$ cat src/sv39ptm_pkg.sv
package sv39ptm_pkg;

  // Default number of store pages
  localparam int TABLE_PAGES_DEF = 64;

  // Sv39 geometry
  localparam int IDX_W   = 9;
  localparam int VPN_W   = 27;
  localparam int PPN_W   = 44;
  localparam int PTE_W   = 64;
  localparam int TOP_W   = 10;
  localparam int CNT_W   = 16;
  localparam int PERM_W  = 4;
  localparam int ALLOC_W = 6;
  localparam int ROOT_W  = 6;
  localparam int CFG_W   = 64;

  // Walk levels
  localparam logic [1:0] LVL_ROOT = 2'd2;
  localparam logic [1:0] LVL_MID  = 2'd1;
  localparam logic [1:0] LVL_LEAF = 2'd0;

  // Result status codes
  localparam logic [1:0] ST_DONE    = 2'd0;
  localparam logic [1:0] ST_FULL    = 2'd1;
  localparam logic [1:0] ST_OUTSIDE = 2'd2;

  // Configuration register indexes
  localparam logic CFG_TABLE_BASE = 1'b0;
  localparam logic CFG_ROOT_PAGE  = 1'b1;

  // Datapath operations
  typedef enum logic [2:0] {
    OP_IDLE,
    OP_CLEAR,
    OP_LOAD,
    OP_READ,
    OP_FOLLOW,
    OP_LINK,
    OP_LEAF,
    OP_FINISH
  } dp_op_e;

  typedef struct packed {
    dp_op_e     op;
    logic [1:0] lvl;
    logic [1:0] code;
  } dp_cmd_t;

  typedef struct packed {
    logic clr_last;
    logic count_done;
    logic root_bad;
    logic entry_valid;
    logic outside;
    logic full;
  } dp_sts_t;

endpackage

$ cat src/sv39ptm_ctrl.sv
module sv39ptm_ctrl import sv39ptm_pkg::*; (
  input  logic    clk_i,
  input  logic    rst_ni,
  input  logic    start_i,
  input  dp_sts_t sts_i,
  output dp_cmd_t cmd_o,
  output logic    busy_o,
  output logic    done_o
);

  typedef enum logic [2:0] {
    S_CLEAR,
    S_IDLE,
    S_NEXT,
    S_READ,
    S_EVAL
  } state_e;

  state_e     state_q, state_d;
  logic [1:0] lvl_q, lvl_d;
  logic       done_q, done_d;

  // Sequence one page walk per pass through NEXT
  always_comb begin
    state_d   = state_q;
    lvl_d     = lvl_q;
    done_d    = 1'b0;
    cmd_o.op   = OP_IDLE;
    cmd_o.lvl  = lvl_q;
    cmd_o.code = ST_DONE;
    unique case (state_q)
      S_CLEAR: begin
        cmd_o.op = OP_CLEAR;
        if (sts_i.clr_last) begin
          state_d = S_IDLE;
        end
      end
      S_IDLE: begin
        if (start_i) begin
          cmd_o.op = OP_LOAD;
          state_d  = S_NEXT;
        end
      end
      S_NEXT: begin
        if (sts_i.count_done) begin
          cmd_o.op   = OP_FINISH;
          cmd_o.code = ST_DONE;
          done_d     = 1'b1;
          state_d    = S_IDLE;
        end else if (sts_i.root_bad) begin
          cmd_o.op   = OP_FINISH;
          cmd_o.code = ST_OUTSIDE;
          done_d     = 1'b1;
          state_d    = S_IDLE;
        end else begin
          cmd_o.op  = OP_READ;
          cmd_o.lvl = LVL_ROOT;
          lvl_d     = LVL_ROOT;
          state_d   = S_EVAL;
        end
      end
      S_READ: begin
        cmd_o.op = OP_READ;
        state_d  = S_EVAL;
      end
      S_EVAL: begin
        if (lvl_q == LVL_LEAF) begin
          cmd_o.op = OP_LEAF;
          state_d  = S_NEXT;
        end else if (sts_i.entry_valid) begin
          if (sts_i.outside) begin
            cmd_o.op   = OP_FINISH;
            cmd_o.code = ST_OUTSIDE;
            done_d     = 1'b1;
            state_d    = S_IDLE;
          end else begin
            cmd_o.op = OP_FOLLOW;
            lvl_d    = lvl_q - 2'd1;
            state_d  = S_READ;
          end
        end else if (sts_i.full) begin
          cmd_o.op   = OP_FINISH;
          cmd_o.code = ST_FULL;
          done_d     = 1'b1;
          state_d    = S_IDLE;
        end else begin
          cmd_o.op = OP_LINK;
          lvl_d    = lvl_q - 2'd1;
          state_d  = S_READ;
        end
      end
      default: state_d = S_IDLE;
    endcase
  end

  // Hold state, level and the result strobe
  always_ff @(posedge clk_i or negedge rst_ni) begin
    if (!rst_ni) begin
      state_q <= S_CLEAR;
      lvl_q   <= LVL_ROOT;
      done_q  <= 1'b0;
    end else begin
      state_q <= state_d;
      lvl_q   <= lvl_d;
      done_q  <= done_d;
    end
  end

  assign busy_o = (state_q != S_IDLE);
  assign done_o = done_q;

endmodule

$ cat config.mk
export PLATFORM = sky130hd
export DESIGN_NAME = sv39ptm_ctrl
export DESIGN_NICKNAME = d
export VERILOG_FILES = /design/src/sv39ptm_pkg.sv /design/src/sv39ptm_ctrl.sv
export SDC_FILE = /design/constraint.sdc
export NUM_CORES = 1
export LEC_CHECK = 0
export BUFFER_PORTS_ARGS = -buffer_cell sky130_fd_sc_hd__buf_2
export CORE_AREA = 2 2 39 41
export CTS_CLUSTER_SIZE = 25
export DETAILED_ROUTE_END_ITERATION = 8
export DIE_AREA = 0 0 41 43
export PLACE_DENSITY = 0.72
export SLEW_MARGIN = 20
export SYNTH_ARGS = -nofsm -noshare
export SYNTH_HDL_FRONTEND = slang
export SYNTH_SLANG_ARGS = --single-unit
$ cat constraint.sdc
create_clock -name clk_i -period 1.8 [get_ports clk_i]
set_clock_uncertainty 0.1 [all_clocks]
set_input_delay 0.09 -clock clk_i [delete_from_list [all_inputs] [get_ports clk_i]]
set_output_delay 0.09 -clock clk_i [all_outputs]
set_load 0.03 [all_outputs]
Word level (Yosys, flattened, before mapping)
Index checks and enable logic that the tools add are counted.

Add/subtract/negate cells: 1. Equal/unequal tests: 10. Muxes and demuxes: 39. Reduce and logical (&&, ||, !) cells: 5.

Operator list (number): two-way mux 2 bit (17); two-way mux 3 bit (10); one-hot mux 3 bit (5 select lines) (2); one-hot mux 2 bit (2 select lines) (2); two-way mux 1 bit (7); equality test 3 x 2 -> 1 bit, second input constant (2); != test 2 bit, second input constant (3); != test 3 bit, second input constant (2); AND reduction 4 bit (1); equality test 3 x 1 -> 1 bit, second input constant (1); equality test 3 bit, second input constant (1); logical NOT 3 bit (1); != test 3 x 1 -> 1 bit, second input constant (1); logical NOT 2 bit (1); one-hot mux 1 bit (2 select lines) (1); AND reduction 2 bit (1); nonzero test 2 bit (1); subtractor 2 x 1 -> 2 bit, second input constant (1).

Bits in registers: 6. Input bits: 9. Output and inout port bits: 9. Word-level logic and storage cells: 58.

Longest topological paths before layout
Gate-level depths: netlist (run 1).

Word-level depth: 5. Depth in mapped cells: 5. Mapped depth without buffers: 5.

Least setup slack after synthesis (run 1)
OpenSTA, ideal clock, no wires.

Path kind: reg-to-output. Start point: reg lvl_q[1]. End point: out cmd_o[4] (netlist name). Arrival: 1.499 ns. Path slack: 0.111 ns. Stages on the path, launching flop included: 6. Buffers on the path: 0. Cell sequence: dfstp_2 inv_1 ha_1 nor2_1 o21ai_0 a21oi_1.

RTL lines: start, declared (RTL line sv39ptm_ctrl.sv:20) `logic [1:0] lvl_q, lvl_d;`; start signal, assigned (RTL line sv39ptm_ctrl.sv:104) `lvl_q <= lvl_d;`; end, declared (RTL line sv39ptm_ctrl.sv:6) `output dp_cmd_t cmd_o,`.

==> flow_summary.toml, run 1 <==
[sta]
tns_ns = -0.0185
hold_viol = 0
slew_headroom_pct = 73.4
setup_viol = 1
rsz0062_at_grt = "true"
slew_viol_final = 0
fmax_ghz = 0.550
post-route-min-period_ns = 1.82
fin_hold_ws_ns = 0.0338
min_period_over_period_pct = 101
finalWorstSetupSlack_ns = -0.0185
worst_pin_slew_ns = 0.387

[worst_setup_path]
startpoint_type = "flip-flop"
crit_buf_inv = 2
required_ns = 1.61
cp_top_family = "flip-flops"
crit_chain = "inv_4 -> ha_4 -> nor4b_4 -> and3_4 -> buf_6"
cp_slowest_cell = "dfstp_2"
reg2reg_setup_slack_ns = 0.04
cp_slowest_stage_delay_ns = 0.54
arrival_ns = 1.63
cp_max_fo = 3
path_class = "reg -> out"
end_kind = "output pin"

[floorplan]
core_area_sq_mm = 0.00138
io_pins = 18
die_h_microns = 43
dieArea_sq_mm = 0.00176
num_rows = 14
die_x_microns = 41
start_util_pct = 38.2

[cts]
cts_buffer_depth = 2
cts_max_level = 1
cts_root_buffer = "clkbuf_4"
cts_tree = "yes"
clk_pin_slew_worst_paths_ns = 0.05
cts_made_buffers = 3
insertion_delay_ns = 0.25
cts_sinks = 6

[synth]
synthSimpleGateAreaFrac_pct = 33.9
yosysWarnings = 0
synth_edf_count = 0
async_flop_share_pct = 100
synth_adder_area_share_pct = 2.37
muxShareOfSynthArea_pct = 4.03
synth_cell_types = 30
synth_compound_area_share_pct = 24.9
postSynthAreaPerCell_sq_um = 8.66
synth_top_family_by_area = "simple AND/OR/NAND/NOR gates"
syn_nets = 71
synth.top_cell.area_share_pct = 23.7
netlist_instances = 61
synth_seq_cells = 6
synthTopCellsByCount = "8 x a21oi_1, 5 x dfrtp_1"
synth.area.top_cells = "dfrtp_1 24%, a21oi_1 7.6%, dfstp_2 5.0%"
synth_most_common_cell = "a21oi_1"
ys.flop_type = "dfrtp_1"
synth_area_sq_um = 528
yosysTopAreaCell = "dfrtp_1"
synth-xor-area-share_pct = 0
seq_area_frac_synth_pct = 28.7

[global_route]
antenna_found_initial = 0
grt.total_usage_pct = 17.7
grt_pass1_vias = 497
grt_max_degree = 15
overflow = 0
grt_pass1_wl_mm = 2.10

[layout]
drive_above_1_share_pct = 45.9
n_fill_cell = 144
syn_to_final_growth_pct = 39.6
final_nets = 96
n_antenna_cell = 0

[detailed_routing]
drt-initial-drc-count = 25
drt_pass1_iterations = 4
viasPerCell = 5.47
postRouteAntennaNets = 0
drc_errors = 0
top_layer_used = "met3"
wl_met2_microns = 737
drt-total-wl_mm = 1.43
avgRoutedWirePerCell_microns = 14.2
wl_met1_microns = 629
met3RoutedLength_microns = 63
num_vias = 552

[place]
port-buffer-count = 17
dp_hpwl_microns = 923
gp_congestion = 0.780

[min_path]
hold_path_class = "in -> reg"

[power_and_ir_drop]
power_per_cell_area_mw_per_mm2 = 1630
p_leak_nw = 0.324
ir_drop_uv = 985

[outcome]
status = "complete, but fails checks"
violations = "setup timing"

[flow_run]
maxCapViolations = 0
-- stage by stage --
stage	setup WS, ns	power (mW)	utilization (%)	cell area (sq um)	instances
2_1_floorplan	0.111	0.815	-	528	61
3_3_place_gp	0.104	0.932	44.2	612	91
3_5_place_dp	0.0462	0.949	44.2	612	91
4_1_cts	-0.0238	1.15	51.0	706	100
5_1_grt	-0.0757	1.29	53.3	737	101
6_report	-0.0185	1.20	53.3	737	101
-- routing by layer --
layer  vias to the layer above  track usage, %
li1                        273               -
met1                       262            23.8
met2                        17            26.6
met3                         0            4.71
met4                         0            6.00
met5                         -               0
-- path summary, 6_finish.rpt --
check	startpoint	to	cells past startpoint
worst max-delay path	lvl_q[1]$_DFFE_PN1P_	cmd_o[0]	5
worst min-delay path	start_i	state_q[1]$_DFFE_PN0P_	3
worst max register to register	lvl_q[1]$_DFFE_PN1P_	lvl_q[1]$_DFFE_PN1P_	7
worst min register to register	lvl_q[1]$_DFFE_PN1P_	lvl_q[1]$_DFFE_PN1P_	3
max in group asynchronous	rst_ni	lvl_q[1]$_DFFE_PN1P_	2
min in group asynchronous	rst_ni	done_o$_DFF_PN0_	2
-- sequential cells by signal, summed over array words and instances (netlist names) --
signal   count
lvl_q        2
done_o       1
state_q      3
-- cell type report --
class | count | area, sq um | share of cell area [%]
flip-flops and latches | 6 | 155 | 21.1
inverters | 3 | 13.8 | 1.87
multi-input cells | 49 | 372 | 50.4
clock buffers | 4 | 26.3 | 3.57
well taps | 16 | 20.0 | 2.72
repair buffers | 23 | 150 | 20.4
-- layout by cell type (no fill, tap or decap), types with 2 or more instances in the layout --
cell,count
nor2_1,4
nor2b_1,4
o21ai_0,3
buf_6,2
clkbuf_4,3
inv_1,2
nand2b_1,4
nand2_1,3
a21oi_1,7
dfrtp_1,2
nand3b_1,2
buf_2,13
buf_4,7
dfrtp_2,3
-- power breakdown --
part / total, mW / internal, mW / switching [mW]
logic: 0.708 / 0.303 / 0.404
registers: 0.352 / 0.204 / 0.148
clock network: 0.139 / 0.0844 / 0.0551
-- cell families after synthesis --
| logic type | count (synthesis) |
|---|---|
| buf+inv | 6 |
| fa+ha+maj | 1 |
| compound gates | 20 |
| flops | 6 |
| mux | 2 |
| simple gates | 26 |
-- worst register-to-register path, stage by stage, from the launching register on --
cell and delay (ns):
dfstp_2 0.54, inv_4 0.04, ha_4 0.17, nor4b_4 0.27, buf_4 0.16, buf_4 0.10, o22ai_1 0.08, a211oi_2 0.23
-- what timing repair did --
action,in CTS,in global routing
setup endpoints to repair,4,6
gates resized for setup,8,10
hold endpoints to repair,6,0
buffers inserted,4,1
hold buffers,1,0
pin swaps,3,2
No activity file was read; power rests on OpenSTA's default activity.
==> run 2, diff against run 1 <==
--- a/config.mk
+++ b/config.mk
@@ -5,12 +5,14 @@
 export SDC_FILE = /design/constraint.sdc
 export NUM_CORES = 1
 export LEC_CHECK = 0
+export ABC_AREA = 1
+export ABC_CLOCK_PERIOD_IN_PS = 1800
 export BUFFER_PORTS_ARGS = -buffer_cell sky130_fd_sc_hd__buf_2
 export CORE_AREA = 2 2 39 41
 export CTS_CLUSTER_SIZE = 25
 export DETAILED_ROUTE_END_ITERATION = 8
 export DIE_AREA = 0 0 41 43
-export PLACE_DENSITY = 0.72
+export PLACE_DENSITY = 0.67
 export SLEW_MARGIN = 20
 export SYNTH_ARGS = -nofsm -noshare
 export SYNTH_HDL_FRONTEND = slang
==> run 2 against run 1 <==
The flow now finishes without violations. Hold slack better by 0.062 ns. First-iteration DRC count is 60% lower. Clock power is 7% lower. Combinational power is 9.7% lower. Core utilization is 7.9 points lower. Synthesized cell count is 25% higher. Critical path depth is 1 higher. Register-to-register slack better by 0.28 ns. Largest cell class unchanged. Largest power group unchanged.
==> flow_summary.toml, run 2 <==
[outcome]
status = "finished clean"

[sta]
rsz0062_at_grt = "false"
slew_headroom_pct = 85.8
fmax_ghz = 0.586
tns_ns = 0
post-route-min-period_ns = 1.71
min_period_over_period_pct = 94.7
setup_viol = 0
worst_pin_slew_ns = 0.211
slew_viol_final = 0
hold_viol = 0

[synth]
synth_most_common_cell = "nand2_1"
syn_nets = 86
postSynthAreaPerCell_sq_um = 6.09
ys.flop_type = "dfrtp_1"
synthTopCellsByCount = "25 x nand2_1, 10 x inv_1, 10 x nor2_1"
synth.area.top_cells = "dfrtp_1 27%, nand2_1 20%, o21ai_0 8.6%"
synth_area_sq_um = 463
seq_area_frac_synth_pct = 32.7
synth.top_cell.area_share_pct = 27.0
synth_cell_types = 15
synth_edf_count = 0
netlist_instances = 76
yosysWarnings = 0
async_flop_share_pct = 100
synth_seq_cells = 6
yosysTopAreaCell = "dfrtp_1"

[detailed_routing]
postRouteAntennaNets = 0
drc_errors = 0
viasPerCell = 4.70
avgRoutedWirePerCell_microns = 9.56
drt-initial-drc-count = 10
drt-total-wl_mm = 1.10
num_vias = 541
drt_pass1_iterations = 4

[global_route]
grt.total_usage_pct = 14.3
grt_pass1_wl_mm = 1.75
grt_pass1_vias = 465
overflow = 0
grt_max_degree = 8
antenna_found_initial = 0

[worst_setup_path]
end_kind = "output pin"
reg2reg_setup_slack_ns = 0.32
cp_max_fo = 4
startpoint_type = "flip-flop"
path_class = "reg -> out"
required_ns = 1.61
arrival_ns = 1.52

[floorplan]
die_x_microns = 41
die_h_microns = 43
io_pins = 18
dieArea_sq_mm = 0.00176
num_rows = 14
start_util_pct = 33.5
core_area_sq_mm = 0.00138

[layout]
largest_reg_flops = 3
drive_above_1_share_pct = 29.3
mostFrequentLayoutCells = "25 x nand2_1, 14 x buf_2, 9 x inv_1, 9 x nor2_1, 7 x o21ai_0"
instances_no_fill = 115
final_nets = 110
regMostFlops = "state_q"
n_antenna_cell = 0
final_common_cell = "nand2_1"
syn_to_final_growth_pct = 35.7

[flow_run]
maxCapViolations = 0

[cts]
cts_buffer_depth = 2
cts_sinks = 6
cts_made_buffers = 3
cts_tree = "yes"
clk_pin_slew_worst_paths_ns = 0.05
cts_max_level = 1
post_cts_buffers = 0
insertion_delay_ns = 0.24
cts_root_buffer = "clkbuf_4"

[power_and_ir_drop]
p_comb_share_pct = 63.7
switching_share_pct = 52.0
p_leak_nw = 0.356
ir_drop_uv = 661
p_clk_share_pct = 12.9
total_power_mw = 1.00
power_per_cell_area_mw_per_mm2 = 1600
seq_power_share_pct = 23.5
p_sw_mw = 0.522
p_int_mw = 0.481

[place]
port-buffer-count = 17
gp_congestion = 0.838
dp_hpwl_microns = 911
dp_cells = 109

[min_path]
hold_path_class = "in -> async"
-- run 2: kinds of logic (layout without fill, tap and decap cells) --
| kind of cell | Yosys count | in the layout | share of synthesized area [%] |
|---|---|---|---|
| buf+inv | 11 | 34 | 8.92 |
| fa+ha+maj | 1 | 1 | 2.70 |
| flops | 6 | 6 | 32.7 |
| compound gates | 14 | 14 | 15.1 |
| simple gates | 44 | 44 | 40.5 |
-- run 2: worst paths after layout --
path,start,endpoint,cells after the start
worst max-delay path,lvl_q[1]$_DFFE_PN1P_,cmd_o[1],6
worst min-delay path,rst_ni,state_q[0]$_DFFE_PN0P_,2
worst max register to register,lvl_q[1]$_DFFE_PN1P_,lvl_q[0]$_DFFE_PN0P_,9
worst min register to register,lvl_q[1]$_DFFE_PN1P_,lvl_q[1]$_DFFE_PN1P_,2
max in group asynchronous,rst_ni,lvl_q[1]$_DFFE_PN1P_,2
min in group clk_i,sts_i[4],state_q[2]$_DFFE_PN0P_,3
-- run 2: critical path, stage by stage (launching register included) --
cell and delay, ns:
dfstp_2 0.52, inv_1 0.06, ha_2 0.18, inv_1 0.06, nand3_1 0.14, o21ai_1 0.15, buf_4 0.17
-- run 2: per-stage QoR --
step	utilization [%]	hold WS, ns	cell area [sq um]	setup slack, ns
after floorplan	-	-0.306	463	0.198
final	45.4	0.0960	628	0.0946
after CTS	44.4	0.0840	614	0.0286
after global placement	41.0	-0.182	568	0.285
after global routing	45.4	0.101	628	0.00905
after detailed placement	41.0	-0.182	568	0.294
-- run 2: area by class of cell --
cell class / count / area, sq um
multi-input combinational: 59 / 275
fill: 161 / 756
sequential: 6 / 153
timing repair buffer: 19 / 113
tap: 16 / 20.0
clock buffer: 4 / 26.3
inverter: 11 / 41.3
-- run 2: power groups by stage --
stage,clock network [mW],registers [mW],logic [mW]
2_1_floorplan,0,0.232,0.459
3_3_place_gp,0,0.230,0.613
3_5_place_dp,0,0.230,0.614
4_1_cts,0.139,0.229,0.620
5_1_grt,0.148,0.241,0.704
6_report,0.129,0.236,0.639
-- run 2: timing repair --
action | in CTS | in global routing
endpoints found under the hold margin | 7 | 0
endpoints found under the setup margin | 0 | 4
hold buffers | 2 | 0
resized for setup | 0 | 9
-- run 2: routing by layer --
layer / part of all wire [%] / GRT usage [%]
met4: 0 / 6.00
met5: 0 / 0
met1: 48 / 18.6
met3: 3.2 / 3.14
met2: 49 / 21.9
==> run 3, diff against run 2 <==
--- a/config.mk
+++ b/config.mk
@@ -12,7 +12,6 @@
 export CTS_CLUSTER_SIZE = 25
 export DETAILED_ROUTE_END_ITERATION = 8
 export DIE_AREA = 0 0 41 43
-export PLACE_DENSITY = 0.67
 export SLEW_MARGIN = 20
 export SYNTH_ARGS = -nofsm -noshare
 export SYNTH_HDL_FRONTEND = slang
==> run 3 against run 2 <==
Final cell count unchanged. Global-route usage rose by 0.62 points. Critical path type unchanged. Cell area grew 0.80%. Count of clock-buffer cells in the layout unchanged. Via count is 0.55% lower. Critical path depth unchanged. Core utilization grew 0.36 points. First-iteration DRC count down 10%. Combinational power rose by 2%. Hold slack improved by 0.0080 ns. Sequential share of layout area decreased by 0.39 points.
==> flow_summary.toml, run 3 (synthesis results as in run 2) <==
[global_route]
grt_pass1_vias = 444
antenna_found_initial = 0
grt.total_usage_pct = 14.9
grt_pass1_wl_mm = 1.77
overflow = 0
grt_max_degree = 8

[place]
gp_congestion = 0.768
dp_hpwl_microns = 920
port-buffer-count = 17
placed_area_sq_um = 568
place_ws_ns = 0.278
dp_cells = 109

[cts]
insertion_delay_ns = 0.24
clk_pin_slew_worst_paths_ns = 0.04
cts_tree = "yes"
cts_root_buffer = "clkbuf_4"
cts_max_level = 1
cts_sinks = 6
cts_buffer_depth = 2
cts_made_buffers = 3
post_cts_buffers = 0

[floorplan]
io_pins = 18
core_area_sq_mm = 0.00138
die_h_microns = 43
num_rows = 14
start_util_pct = 33.5
die_x_microns = 41
dieArea_sq_mm = 0.00176

[min_path]
hp-start = "sts_i[4]"
hold_path_class = "in -> reg"

[layout]
register_area_sq_um = 151
drive_above_1_share_pct = 29.3
regMostFlops = "state_q"
fin_area_sq_um = 633
final_nets = 110
multiInputGateArea_sq_um = 282
mostFrequentLayoutCells = "25 x nand2_1, 14 x buf_2, 9 x inv_1, 9 x nor2_1, 7 x o21ai_0"
instances_no_fill = 115
n_antenna_cell = 0
syn_to_final_growth_pct = 36.8
final_common_cell = "nand2_1"
largest_reg_flops = 3
n_fill_cell = 154
fin_util_pct = 45.8

[sta]
slew_headroom_pct = 84.2
hold_viol = 0
rsz0062_at_grt = "true"
worst_pin_slew_ns = 0.237
fmax_ghz = 0.585
post-route-min-period_ns = 1.71
tns_ns = 0
min_period_over_period_pct = 94.9
finalWorstSetupSlack_ns = 0.0910
setup_viol = 0
slew_viol_final = 0

[detailed_routing]
avgRoutedWirePerCell_microns = 9.50
viasPerCell = 4.68
postRouteAntennaNets = 0
drt-initial-drc-count = 9
drc_errors = 0
drt-total-wl_mm = 1.09
drt_pass1_iterations = 4
num_vias = 538

[worst_setup_path]
end_kind = "output pin"
ff2ff_path_depth = 9
path_class = "reg -> out"
cp-startpoint = "lvl_q[1]$_DFFE_PN1P_"
arrival_ns = 1.52
cp-endpoint = "cmd_o[1]"
startpoint_type = "flip-flop"
required_ns = 1.61
r2r_start = "lvl_q[1]$_DFFE_PN1P_"
reg2reg_setup_slack_ns = 0.33
cp_max_fo = 4
r2r-end = "lvl_q[1]$_DFFE_PN1P_"

[power_and_ir_drop]
ir_drop_uv = 641
power_per_cell_area_mw_per_mm2 = 1600
p_comb_share_pct = 64.1
p_int_mw = 0.483
switching_share_pct = 52.3
p_clk_share_pct = 12.7
p_leak_nw = 0.360
p_sw_mw = 0.530
seq_power_share_pct = 23.2

[flow_run]
maxCapViolations = 0

[outcome]
status = "finished clean"
-- run 3: cell counts in the layout (fill, tap and decap cells not counted) --
No cell type changed its count.
-- run 3: how the worst min path moves through the flow --
stage | end | slack [ns] | depth (start not counted)
floorplan | done_o$_DFF_PN0_ | -0.31 | 0
global placement | state_q[1]$_DFFE_PN0P_ | -0.18 | 1
detailed placement | state_q[1]$_DFFE_PN0P_ | -0.18 | 1
CTS | state_q[2]$_DFFE_PN0P_ | 0.09 | 3
global route | state_q[0]$_DFFE_PN0P_ | 0.13 | 2
finish | state_q[2]$_DFFE_PN0P_ | 0.10 | 3
-- run 3: worst max-delay path, stage by stage (launching register included) --
cell and delay [ns]:
dfstp_2 0.52, inv_1 0.05, ha_1 0.20, inv_1 0.09, nand3_2 0.11, o21ai_1 0.13
buf_4 0.17
-- run 3: repair_timing --
| item | 4_1_cts | 5_1_grt |
|---|---|---|
| hold buffers | 2 | 0 |
| resized for setup | 0 | 9 |
| endpoints found under the hold margin | 7 | 0 |
| endpoints found under the setup margin | 0 | 4 |
-- run 3: power groups by stage --
stage          Combinational [mW]  Sequential (mW)  Clock [mW]
3_5_place_dp                0.613            0.231           0
4_1_cts                     0.619            0.229       0.137
5_1_grt                     0.718            0.243       0.147
6_report                    0.649            0.235       0.129
2_1_floorplan               0.459            0.232           0
3_3_place_gp                0.615            0.231           0
-- run 3: metrics by stage --
stage | hold WS (ns) | total power, mW
2_1_floorplan | -0.306 | 0.691
5_1_grt | 0.125 | 1.11
3_5_place_dp | -0.182 | 0.844
6_report | 0.104 | 1.01
3_3_place_gp | -0.183 | 0.846
4_1_cts | 0.0922 | 0.985
-- run 3: layout make-up --
class                   count  share of cell area (%)
inverters                  11                    6.52
clock buffers               4                    4.15
well taps                  16                    3.16
flip-flops and latches      6                    23.9
multi-input cells          59                    44.5
repair buffers             19                    17.8
-- run 3: metal layers --
metal	track usage [%]	up-vias	part of all wire, %
met1	19.7	240	46
met5	0	-	0
met4	6.00	0	0
met3	3.14	0	3.8
met2	22.8	9	50
li1	-	289	-
